## src/hw/rtl/tws_pkg.sv

```systemverilog
package tws_pkg;

    localparam int CFG_INDEX_W = 2;

    localparam logic [CFG_INDEX_W-1:0] CFG_TEMP_COMMAND = 2'd0;
    localparam logic [CFG_INDEX_W-1:0] CFG_HUMI_COMMAND = 2'd1;
    localparam logic [CFG_INDEX_W-1:0] CFG_WAIT_LIMIT   = 2'd2;

    localparam logic [7:0]  TEMP_COMMAND_RST = 8'd3;
    localparam logic [7:0]  HUMI_COMMAND_RST = 8'd5;
    localparam logic [15:0] WAIT_LIMIT_RST   = 16'hFFFF;

    // transmission start pattern, one entry per step, indexed by step number
    localparam logic [7:0] START_SCK = 8'b0011_0110;
    localparam logic [7:0] START_DAT = 8'b0110_0011;
    localparam logic [2:0] START_LAST = 3'd6;

    typedef struct packed {
        logic [7:0]  temp_command;
        logic [7:0]  humi_command;
        logic [15:0] wait_limit;
    } cfg_t;

    typedef struct packed {
        logic        sck;
        logic        data_drive;
        logic        busy_res;
        logic        done_res;
        logic [1:0]  error_count;
        logic [15:0] reading;
        logic [7:0]  checksum;
    } res_t;

endpackage

```

## src/hw/rtl/two_wire_sensor_measure_engine.sv

```systemverilog
// Bit-level master for a two-wire humidity/temperature sensor. Each input transfer is one
// pin-phase tick carrying the sampled data line and a start request with its mode; each
// tick yields exactly one result transfer with the sck level and data drive (0 pulls low,
// 1 releases) to put on the pins, plus busy, done, the error count of the current or last
// transaction, the last 16-bit reading and the unchecked checksum byte. The phase sequencer
// computes the tick in one step from its state registers into the result register, so a new
// tick is taken every cycle while the result register is empty or being drained. Config
// registers (0 temperature command, 1 humidity command, 2 wait limit) are written through
// the cfg channel, which is always ready.
module two_wire_sensor_measure_engine (
    input  logic                             clk,
    input  logic                             rst_n,
    input  logic                             in_valid,
    output logic                             in_ready,
    input  logic                             start_req,
    input  logic                             mode,
    input  logic                             data_in,
    output logic                             out_valid,
    input  logic                             out_ready,
    output logic                             sck,
    output logic                             data_drive,
    output logic                             busy_res,
    output logic                             done_res,
    output logic [1:0]                       error_count,
    output logic [15:0]                      reading,
    output logic [7:0]                       checksum,
    input  logic                             cfg_valid,
    output logic                             cfg_ready,
    input  logic [tws_pkg::CFG_INDEX_W-1:0]  cfg_index,
    input  logic [15:0]                      cfg_data
);

    tws_pkg::cfg_t cfg;
    tws_pkg::res_t res;
    tws_pkg::res_t res_reg;
    logic          out_valid_reg;
    logic          step;

    assign in_ready = !out_valid_reg || out_ready;
    assign step     = in_valid && in_ready;

    tws_cfg u_cfg (
        .clk       (clk),
        .rst_n     (rst_n),
        .cfg_valid (cfg_valid),
        .cfg_ready (cfg_ready),
        .cfg_index (cfg_index),
        .cfg_data  (cfg_data),
        .cfg       (cfg)
    );

    tws_seq u_seq (
        .clk       (clk),
        .rst_n     (rst_n),
        .step      (step),
        .start_req (start_req),
        .mode      (mode),
        .data_in   (data_in),
        .cfg       (cfg),
        .res       (res)
    );

    always_ff @(posedge clk or negedge rst_n)
    begin
        if (!rst_n)
            out_valid_reg <= 1'b0;
        else if (step)
            out_valid_reg <= 1'b1;
        else if (out_ready)
            out_valid_reg <= 1'b0;
    end

    always_ff @(posedge clk)
    begin
        if (step)
            res_reg <= res;
    end

    assign out_valid   = out_valid_reg;
    assign sck         = res_reg.sck;
    assign data_drive  = res_reg.data_drive;
    assign busy_res    = res_reg.busy_res;
    assign done_res    = res_reg.done_res;
    assign error_count = res_reg.error_count;
    assign reading     = res_reg.reading;
    assign checksum    = res_reg.checksum;

endmodule

```

## src/hw/rtl/tws_cfg.sv

```systemverilog
module tws_cfg (
    input  logic                             clk,
    input  logic                             rst_n,
    input  logic                             cfg_valid,
    output logic                             cfg_ready,
    input  logic [tws_pkg::CFG_INDEX_W-1:0]  cfg_index,
    input  logic [15:0]                      cfg_data,
    output tws_pkg::cfg_t                    cfg
);

    tws_pkg::cfg_t cfg_reg;

    assign cfg_ready = 1'b1;
    assign cfg = cfg_reg;

    always_ff @(posedge clk or negedge rst_n)
    begin
        if (!rst_n)
        begin
            cfg_reg.temp_command <= tws_pkg::TEMP_COMMAND_RST;
            cfg_reg.humi_command <= tws_pkg::HUMI_COMMAND_RST;
            cfg_reg.wait_limit   <= tws_pkg::WAIT_LIMIT_RST;
        end
        else if (cfg_valid)
        begin
            case (cfg_index)
                tws_pkg::CFG_TEMP_COMMAND: cfg_reg.temp_command <= cfg_data[7:0];
                tws_pkg::CFG_HUMI_COMMAND: cfg_reg.humi_command <= cfg_data[7:0];
                tws_pkg::CFG_WAIT_LIMIT:   cfg_reg.wait_limit   <= cfg_data;
                default: ;
            endcase
        end
    end

endmodule

```

## src/hw/rtl/tws_seq.sv

```systemverilog
module tws_seq (
    input  logic           clk,
    input  logic           rst_n,
    input  logic           step,
    input  logic           start_req,
    input  logic           mode,
    input  logic           data_in,
    input  tws_pkg::cfg_t  cfg,
    output tws_pkg::res_t  res
);

    typedef enum logic [3:0] {
        PH_IDLE,
        PH_START,
        PH_WR_LO,
        PH_WR_HI,
        PH_WR_ACK_HI,
        PH_WR_ACK_LO,
        PH_WAIT,
        PH_RD_HI,
        PH_RD_LO,
        PH_RD_ACK_LO,
        PH_RD_ACK_HI,
        PH_RD_ACK_END
    } phase_t;

    phase_t      phase_reg, phase_next;
    logic [2:0]  bit_index_reg, bit_index_next;
    logic [1:0]  byte_index_reg, byte_index_next;
    logic [7:0]  shift_byte_reg, shift_byte_next;
    logic [15:0] measured_word_reg, measured_word_next;
    logic [7:0]  crc_byte_reg, crc_byte_next;
    logic [1:0]  error_tally_reg, error_tally_next;
    logic [15:0] wait_count_reg, wait_count_next;

    logic        sck_c, dat_c, busy_c, done_c;
    logic        cur_bit;
    logic [15:0] limit;
    logic [15:0] wait_inc;
    logic [1:0]  err_add;

    // commands go out msb first
    assign cur_bit  = shift_byte_reg[~bit_index_reg];
    assign limit    = (cfg.wait_limit == 16'd0) ? 16'd1 : cfg.wait_limit;
    assign wait_inc = wait_count_reg + 16'd1;

    always_comb
    begin
        phase_next         = phase_reg;
        bit_index_next     = bit_index_reg;
        byte_index_next    = byte_index_reg;
        shift_byte_next    = shift_byte_reg;
        measured_word_next = measured_word_reg;
        crc_byte_next      = crc_byte_reg;
        wait_count_next    = wait_count_reg;
        err_add            = 2'd0;
        sck_c              = 1'b0;
        dat_c              = 1'b1;
        busy_c             = 1'b1;
        done_c             = 1'b0;

        case (phase_reg)
            PH_IDLE:
            begin
                busy_c = 1'b0;
                if (start_req)
                begin
                    shift_byte_next = mode ? cfg.humi_command : cfg.temp_command;
                    bit_index_next  = 3'd0;
                    byte_index_next = 2'd0;
                    phase_next      = PH_START;
                end
            end
            PH_START:
            begin
                sck_c = tws_pkg::START_SCK[bit_index_reg];
                dat_c = tws_pkg::START_DAT[bit_index_reg];
                if (bit_index_reg == tws_pkg::START_LAST)
                begin
                    bit_index_next = 3'd0;
                    phase_next     = PH_WR_LO;
                end
                else
                begin
                    bit_index_next = bit_index_reg + 3'd1;
                end
            end
            PH_WR_LO:
            begin
                dat_c      = cur_bit;
                phase_next = PH_WR_HI;
            end
            PH_WR_HI:
            begin
                sck_c = 1'b1;
                dat_c = cur_bit;
                if (bit_index_reg == 3'd7)
                    phase_next = PH_WR_ACK_HI;
                else
                begin
                    bit_index_next = bit_index_reg + 3'd1;
                    phase_next     = PH_WR_LO;
                end
            end
            PH_WR_ACK_HI:
            begin
                sck_c      = 1'b1;
                err_add    = {1'b0, data_in};
                phase_next = PH_WR_ACK_LO;
            end
            PH_WR_ACK_LO:
            begin
                wait_count_next = 16'd0;
                phase_next      = PH_WAIT;
            end
            PH_WAIT:
            begin
                if (data_in)
                    wait_count_next = wait_inc;
                if (!data_in || wait_inc >= limit)
                begin
                    bit_index_next  = 3'd0;
                    byte_index_next = 2'd0;
                    shift_byte_next = 8'd0;
                    phase_next      = PH_RD_HI;
                end
                // timeout still proceeds to the read
                if (data_in && wait_inc >= limit)
                    err_add = 2'd1;
            end
            PH_RD_HI:
            begin
                sck_c = 1'b1;
                if (data_in)
                    shift_byte_next[~bit_index_reg] = 1'b1;
                phase_next = PH_RD_LO;
            end
            PH_RD_LO:
            begin
                if (bit_index_reg == 3'd7)
                    phase_next = PH_RD_ACK_LO;
                else
                begin
                    bit_index_next = bit_index_reg + 3'd1;
                    phase_next     = PH_RD_HI;
                end
            end
            PH_RD_ACK_LO:
            begin
                dat_c = (byte_index_reg < 2'd2) ? 1'b0 : 1'b1;
                case (byte_index_reg)
                    2'd0:    measured_word_next[15:8] = shift_byte_reg;
                    2'd1:    measured_word_next[7:0]  = shift_byte_reg;
                    default: crc_byte_next            = shift_byte_reg;
                endcase
                phase_next = PH_RD_ACK_HI;
            end
            PH_RD_ACK_HI:
            begin
                sck_c      = 1'b1;
                dat_c      = (byte_index_reg < 2'd2) ? 1'b0 : 1'b1;
                phase_next = PH_RD_ACK_END;
            end
            PH_RD_ACK_END:
            begin
                if (byte_index_reg >= 2'd2)
                begin
                    done_c     = 1'b1;
                    phase_next = PH_IDLE;
                end
                else
                begin
                    byte_index_next = byte_index_reg + 2'd1;
                    bit_index_next  = 3'd0;
                    shift_byte_next = 8'd0;
                    phase_next      = PH_RD_HI;
                end
            end
            default:
            begin
                busy_c     = 1'b0;
                phase_next = PH_IDLE;
            end
        endcase

        if (phase_reg == PH_IDLE)
            error_tally_next = start_req ? 2'd0 : error_tally_reg;
        else if (err_add != 2'd0 && error_tally_reg != 2'd3)
            error_tally_next = error_tally_reg + 2'd1;
        else
            error_tally_next = error_tally_reg;
    end

    always_ff @(posedge clk or negedge rst_n)
    begin
        if (!rst_n)
        begin
            phase_reg         <= PH_IDLE;
            bit_index_reg     <= 3'd0;
            byte_index_reg    <= 2'd0;
            shift_byte_reg    <= 8'd0;
            measured_word_reg <= 16'd0;
            crc_byte_reg      <= 8'd0;
            error_tally_reg   <= 2'd0;
            wait_count_reg    <= 16'd0;
        end
        else if (step)
        begin
            phase_reg         <= phase_next;
            bit_index_reg     <= bit_index_next;
            byte_index_reg    <= byte_index_next;
            shift_byte_reg    <= shift_byte_next;
            measured_word_reg <= measured_word_next;
            crc_byte_reg      <= crc_byte_next;
            error_tally_reg   <= error_tally_next;
            wait_count_reg    <= wait_count_next;
        end
    end

    // result carries the state as left by this tick
    always_comb
    begin
        res.sck         = sck_c;
        res.data_drive  = dat_c;
        res.busy_res    = busy_c;
        res.done_res    = done_c;
        res.error_count = error_tally_next;
        res.reading     = measured_word_next;
        res.checksum    = crc_byte_next;
    end

endmodule
```

## config.mk

```make
export PLATFORM = sky130hd
export DESIGN_NAME = two_wire_sensor_measure_engine
export DESIGN_NICKNAME = d
export VERILOG_FILES = /design/src/hw/rtl/tws_pkg.sv /design/src/hw/rtl/two_wire_sensor_measure_engine.sv /design/src/hw/rtl/tws_cfg.sv /design/src/hw/rtl/tws_seq.sv
export SDC_FILE = /design/constraint.sdc
export NUM_CORES = 1
export LEC_CHECK = 0
export ABC_AREA = 1
export BUFFER_PORTS_ARGS = -buffer_cell sky130_fd_sc_hd__buf_2
export CAP_MARGIN = 25
export CORE_MARGIN = 2
export CORE_UTILIZATION = 60
export CTS_BUF_LIST = sky130_fd_sc_hd__clkbuf_4
export CTS_CLUSTER_DIAMETER = 200
export DETAILED_ROUTE_END_ITERATION = 8
export GPL_ROUTABILITY_DRIVEN = 0
export GPL_TIMING_DRIVEN = 0
export PLACE_DENSITY = 0.81
export SLEW_MARGIN = 20
export SYNTH_ARGS = -nofsm -noshare
export SYNTH_HDL_FRONTEND = slang
export SYNTH_SLANG_ARGS = --single-unit
```

## constraint.sdc

```tcl
create_clock -name clk -period 3.17 [get_ports clk]
set_input_delay 0.951 -clock clk [delete_from_list [all_inputs] [get_ports clk]]
set_output_delay 0.951 -clock clk [all_outputs]
set_load 0.03 [all_outputs]
```

== Word level (Yosys, flattened, before mapping) ==
Memories as Yosys holds them, arrays and structs flattened.
Index checks and enable logic that the tools add are counted.

* Magnitude comparators: 6
* Bitwise logic cells: 2
* Eq/ne operators: 24
* Multiplexer cells: 49
* Reductions and logical operators: 32
* Add/subtract/negate cells: 4

{| class="wikitable"
|+ Operator list
! cell !! count
|-
| 8-bit 2-to-1 mux || 9
|-
| 16-bit 2-to-1 mux || 3
|-
| 4-bit one-hot mux with 12 select lines || 1
|-
| 16-bit one-hot mux with 2 select lines || 1
|-
| 8-bit one-hot mux with 4 select lines || 1
|-
| 3-bit 2-to-1 mux || 7
|-
| 16-bit by 1-bit adder with 16-bit output, second input constant || 1
|-
| 4-bit by 3-bit == test with 1-bit output, second input constant || 4
|-
| 4-bit == test, second input constant || 4
|-
| 16-bit greater-or-equal comparator || 1
|-
| 16-bit logical NOT || 1
|-
| 4-bit 2-to-1 mux || 4
|-
| 3-bit one-hot mux with 5 select lines || 1
|-
| 2-bit 2-to-1 mux || 6
|-
| 2-bit inequality test, second input constant || 6
|-
| 6-bit AND reduction || 2
|-
| 11-bit OR reduction || 1
|-
| 1-bit 2-to-1 mux || 10
|-
| 4-bit by 2-bit == test with 1-bit output, second input constant || 2
|-
| 3-bit by 4-bit < comparator with 1-bit output, second input constant || 2
|-
| 8-bit OR || 1
|-
| 2-bit OR reduction || 4
|-
| 3-bit == test, second input constant || 2
|-
| 2-bit one-hot mux with 3 select lines || 1
|-
| 29 further kinds || 42
|}

* Word-level logic and storage cells: 138
* Memories: 2
* Input port bits: 26
* Memory bits (read-only): 16
* Register bits after elaboration: 122

{| class="wikitable"
|+ Memories
! memory !! depth !! bits a word !! read ports !! clocked after memory_dff !! wr ports !! line !! source
|-
| (name not given) || 8 || 1 || 1 || 0 || 0 || tws_seq.sv:76 || <nowiki>sck_c = tws_pkg::START_SCK[bit_index_reg];</nowiki>
|-
| (name not given) || 8 || 1 || 1 || 0 || 0 || tws_seq.sv:77 || <nowiki>dat_c = tws_pkg::START_DAT[bit_index_reg];</nowiki>
|}

== Longest topological paths before layout ==
* Depth in word-level cells: 10
* Gate-level depth with buffers: 24

== Modules after synthesis ==
From an unflattened synthesis, not the netlist that was laid out.

* Cell total of the unflattened synthesis: 742
* Area, all modules: 6561.3 µm²

{| class="wikitable"
|+ Modules (own cells, without submodules)
! module !! times used !! area an instance (µm²) !! cells each !! seq. area each (µm²)
|-
| tws_seq || 1 || 4202.8 || 561 || 1476.4
|-
| tws_cfg || 1 || 1412.6 || 145 || 825.8
|-
| two_wire_sensor_measure_engine || 1 || 945.9 || 36 || 925.9
|}

== Worst setup path after synthesis ==
OpenSTA, ideal clock, no wires.

* Path kind: input -> register
* From: input out_ready
* To: register res_reg, in the netlist busy_res, enable pin
* Arrival time: 2692 ps
* Data required time: 2764 ps
* Slack: 72 ps
* Buffers on the path: 1
* Cell stages on the path: 5
* Library setup time: 406 ps
* Cell sequence: inv_1 nand2_1 nand2_1 inv_2 buf_1

* Word-level cells in the longest chain between the ends: 2

{| class="wikitable"
|+ RTL lines
! what !! line !! source
|-
| start: declaration || two_wire_sensor_measure_engine.sv:19 || <nowiki>input logic out_ready,</nowiki>
|-
| 1-bit logical OR || two_wire_sensor_measure_engine.sv:39 || <nowiki>assign in_ready = !out_valid_reg || out_ready;</nowiki>
|-
| net in_ready || two_wire_sensor_measure_engine.sv:14 || <nowiki>output logic in_ready,</nowiki>
|-
| 1-bit logical AND || two_wire_sensor_measure_engine.sv:40 || <nowiki>assign step = in_valid && in_ready;</nowiki>
|-
| net step || two_wire_sensor_measure_engine.sv:37 || <nowiki>logic step;</nowiki>
|-
| end signal: assignment || two_wire_sensor_measure_engine.sv:76 || <nowiki>res_reg <= res;</nowiki>
|-
| end: declaration || two_wire_sensor_measure_engine.sv:35 || <nowiki>tws_pkg::res_t res_reg;</nowiki>
|}

The timed path passes the listed nets, and every way through them passes these cells.
A chain may end at the register's enable or synchronous reset.

== Worst setup path in the final report ==
* From: register u_seq.wait_count_reg[1]
* To: register u_seq.shift_byte_reg[6]

* Word-level cells in the longest chain between the ends: 5

{| class="wikitable"
|+ RTL lines
! what !! line !! source
|-
| start: declaration || tws_seq.sv:34 || <nowiki>logic [15:0] wait_count_reg, wait_count_next;</nowiki>
|-
| start signal: assignment || tws_seq.sv:216 || <nowiki>wait_count_reg <= wait_count_next;</nowiki>
|-
| 16-bit by 1-bit adder with 16-bit output || tws_seq.sv:45 || <nowiki>assign wait_inc = wait_count_reg + 16'd1;</nowiki>
|-
| 16-bit greater-or-equal comparator || tws_seq.sv:120 || <nowiki>if (!data_in || wait_inc >= limit)</nowiki>
|-
| 1-bit logical OR || tws_seq.sv:120 ||
|-
| 2-bit by 1-bit inequality test with 1-bit output (no source line) || - ||
|-
| 6-bit AND reduction (no source line) || - ||
|-
| end signal: assignment || tws_seq.sv:212 || <nowiki>shift_byte_reg <= shift_byte_next;</nowiki>
|-
| end: declaration || tws_seq.sv:30 || <nowiki>logic [7:0] shift_byte_reg, shift_byte_next;</nowiki>
|}

No other way between the ends.

==> out/qor.csv <==
stage,metric,value,unit
yosys,cell count after synthesis,722,
layout,Area Overhead vs Synth,18.85,%
die,Die H,106.2,um
sta,Worst slew margin,44.88,%
die,Die X-Extent,106.2,um
global_route,largest net degree at the start of global routing,58,
sta,max-slew violations,0,
routing,drt wl/cell,15.66,um
pwr,Comb power frac,37.3,%
pwr,switch share,40.94,%
pwr,Sequential Power Share,42.5,%
yosys,#FFs+latches synth,122,
global_route,met2 usage,44.87,%
yosys,Async SR Flop Fraction,75.41,%
yosys,synth unique cells,43,
sta,worst setup margin,-0.01678,ns
sta,Setup-failing EPs final,5,
setup_path,worst path required time,3.58,ns
die,DIE AREA,11280,um^2
global_route,gr busiest metal,met2,
clock_network,Inserted Clock Buffers,17,
clock_network,H-tree depth,4,
routing,total number of vias,5424,
layout,layout cells sized above 1,25.91,%
setup_path,WP data arrival,3.60,ns
pwr,worst vdd ir,0.4468,mV
sta,minimum clock period after layout,3.187,ns
setup_path,Worst R2R End,u_seq.shift_byte_reg[6]$_DFFE_PN0P_,
yosys,"Cell Area, Synth",6266,um^2
yosys,ys flop type,dfrtp_1,
sta,worst clock skew,0.01911,ns
placement,dpl cell area,6751,um^2
placement,Post-DP HPWL,10070,um
yosys,post-synth top area cell,dfrtp_1,
pwr,clock power share,20.2,%
die,Initial Utilization,61.24,%
yosys,syn_area_per_cell,8.679,um^2
layout,ant diodes,0,
sta,Worst Tran Pin Value,0.8269,ns
global_route,global-route wire length before repair,23990,um
global_route,grt total ovfl,0,
clock_network,Sink Count,122,
sta,Max Clk Rate,0.3138,GHz
setup_path,Reg2Reg Depth,20,
setup_path,reg2reg start,u_seq.wait_count_reg[1]$_DFFE_PN0P_,
pwr,Pwr Density,721.5,nW/um^2
sta,post-route clock period utilization,100.5,%
run_status,failing checks,negative setup slack,
global_route,initial antenna violation count,0,
clock_network,Worst-path clk slew,0.11,ns
pwr,internal power,0.003173,W
layout,max reg flops,32,
yosys,top cell type's share of synthesized area,28.75,%
min_path,hold crit path type,input port to async pin,
pwr,P_leak,3.650,nW
global_route,met1 usage,34.31,%
setup_path,crit path from,u_seq.wait_count_reg[1]$_DFFE_PN0P_,
die,core box area,10230,um^2
placement,input/output buffers,56,
setup_path,startpoint types,flip-flop,
sta,RSZ-0062 raised after global routing,yes,
layout,Final nets,863,
sta,count of final hold-check violations,0,
die,Rows,37,
global_route,Tot GR Track Use,26.94,%
setup_path,CP Capture Type,flip-flop,
yosys,syn nets,772,
routing,Antenna Nets Post-Route,0,
layout,Post-Layout Inst Area,7447,um^2
routing,DRC viols,0,
placement,dpl ws,-0.2554,ns
flow_run,Max-Cap Viols,0,
yosys,post-synthesis sequential area ratio,51.52,%
routing,Routed WL,15060,um
routing,Via density,5.638,
setup_path,"critical path fanouts, max",5,
clock_network,worst skew pair latency,0.53,ns
routing,initial drt markers,298,
yosys,Post-synth EDFFs,30,
routing,Pre-antenna DRT Iters,5,
setup_path,worst setup path end,u_seq.shift_byte_reg[6]$_DFFE_PN0P_,
clock_network,root buffer cell,clkbuf_4,
setup_path,worst setup path class,flip-flop to flip-flop,
setup_path,slack of the worst reg-to-reg path,-0.02,ns
yosys,"top cells by area, synth","dfrtp_1 (29%), edfxtp_1 (14%), nand2_1 (13%)",
die,I/O pin count,59,
pwr,P_sw,0.002200,W
global_route,vias in the first global route,5247,
run_status,status,finished with violations,
clock_network,CTS tree,yes,
global_route,GRT met3 Usage,6.438,%
clock_network,clock tree buffer depth,2,
yosys,yosys warns,0,
==> worst min-delay path by stage <==
stage,from,to,slack [ns],cells after the start
2_1_floorplan,u_cfg.cfg[17]$_DFFE_PN0P_,u_cfg.cfg[17]$_DFFE_PN0P_,0.45,2
3_3_place_gp,u_seq.crc_byte_reg[7]$_DFFE_PN0P_,u_seq.crc_byte_reg[7]$_DFFE_PN0P_,0.46,2
3_5_place_dp,u_seq.crc_byte_reg[7]$_DFFE_PN0P_,u_seq.crc_byte_reg[7]$_DFFE_PN0P_,0.47,2
4_1_cts,rst_n,u_cfg.cfg[29]$_DFFE_PN0P_,0.29,1
5_1_grt,rst_n,u_cfg.cfg[17]$_DFFE_PN0P_,0.30,1
6_report,rst_n,u_cfg.cfg[29]$_DFFE_PN0P_,0.30,1
==> cell type report <==
class | instances | area (um^2)
clock buffers | 17 | 127.6
flip-flops and latches | 122 | 3229
multi-input cells | 482 | 2829
clock inverters | 15 | 148.9
repair buffers | 72 | 466.7
inverters | 101 | 389.1
plain buffers | 17 | 86.33
well taps | 136 | 170.2
fillers | 699 | 2784
==> Yosys cell counts (6+ instances only) <==
cell      number
a21oi_1       29
clkbuf_1       7
dfrtp_1       72
dfstp_2       20
edfxtp_1      30
ha_1          24
inv_1         94
mux2_2         8
nand2_1      210
nand2_2        6
nand3_1       21
nand4_1        6
nor2_1        33
nor4_1         6
o21ai_0       71
o21ai_1        8
o21ai_2        9
o22ai_1       11
xor2_1         8
==> power by group through the flow <==
stage	sequential, W	combinational [W]	clock (W)
final	0.00228	0.00201	0.00108
after global routing	0.00232	0.00223	0.00117
after CTS	0.00224	0.00185	0.00109
after detailed placement	0.00227	0.00174	0
after global placement	0.00225	0.00166	0
after floorplan	0.00234	0.00121	0
==> repair_timing <==
item	CTS	global route
resized for setup	22	45
hold buffers	0	0
setup buffers	8	6
endpoints found under the setup margin	21	21
cloned	1	0
pin swaps	13	24
==> per-layer routing <==
| layer | vias to the layer above | routed length [um] |
|---|---|---|
| li1 | 2554 | - |
| met1 | 2578 | 6013 |
| met2 | 250 | 7563 |
| met3 | 42 | 1022 |
| met4 | 0 | 463 |
| met5 | - | 0 |
==> per-stage QoR <==
| step | hold slack, ns | TNS, ns | total power (W) | instances | util, % |
|---|---|---|---|---|---|
| global route | 0.3048 | -2.159 | 0.005718 | 962 | 72.79 |
| global placement | 0.4614 | -9.875 | 0.003906 | 914 | 65.65 |
| detailed placement | 0.4652 | -3.260 | 0.004012 | 915 | 65.99 |
| finish | 0.3046 | -0.04101 | 0.005373 | 962 | 72.79 |
| CTS | 0.2882 | -0.008576 | 0.005172 | 956 | 70.45 |
| floorplan | 0.4476 | 0 | 0.003544 | 722 | - |
==> placed cells by master, fill, tap and decap left out, drive strengths merged <==
cell type and count:
o21ai 88, nand2 219, dfstp 20, nand3 22, a21boi 3, xnor2 1, clkinv 10, o22ai 12
nor4 6, a21oi 30, mux2 8, inv 104, clkbuf 24, bufinv 2, o31ai 1, xor2 8
nand4 7, a22oi 1, ha 24, conb 1, nor3 5, nor2 39, edfxtp 30, a31oi 2
buf 82, a41o 1, dfrtp 72, o211ai 4
==> cells by family (layout without fill, tap and decap cells) <==
| group | Yosys count | count (layout) | share of synthesized area, % |
|---|---|---|---|
| muxes | 8 | 8 | 1.438 |
| xor gates and xnor gates | 9 | 9 | 1.258 |
| other | 1 | 1 | 0.05985 |
| AOI/OAI and AO/OA | 142 | 142 | 12.76 |
| DFF | 122 | 122 | 51.52 |
| adders and majority gates | 24 | 24 | 4.792 |
| and+or+nand+nor | 298 | 298 | 20.65 |
| buffers and inverters | 118 | 222 | 7.528 |
==> worst max-delay path, stage by stage (launching register included) <==
cell and delay (ns):
dfrtp_1 0.41, nand2_1 0.11, nor2_4 0.15, nand3_4 0.10, nor2_4 0.11, nand2_2 0.10
nor2_1 0.17, inv_1 0.10, o21ai_0 0.23, inv_1 0.08, ha_1 0.31, nand4_1 0.18
nor3_4 0.23, nand2_2 0.10, nand3_2 0.09, nand2_4 0.07, inv_4 0.07, nand4_4 0.16
buf_8 0.20, nand2_4 0.05, o21ai_2 0.04
No activity file was read; power rests on OpenSTA's default activity.
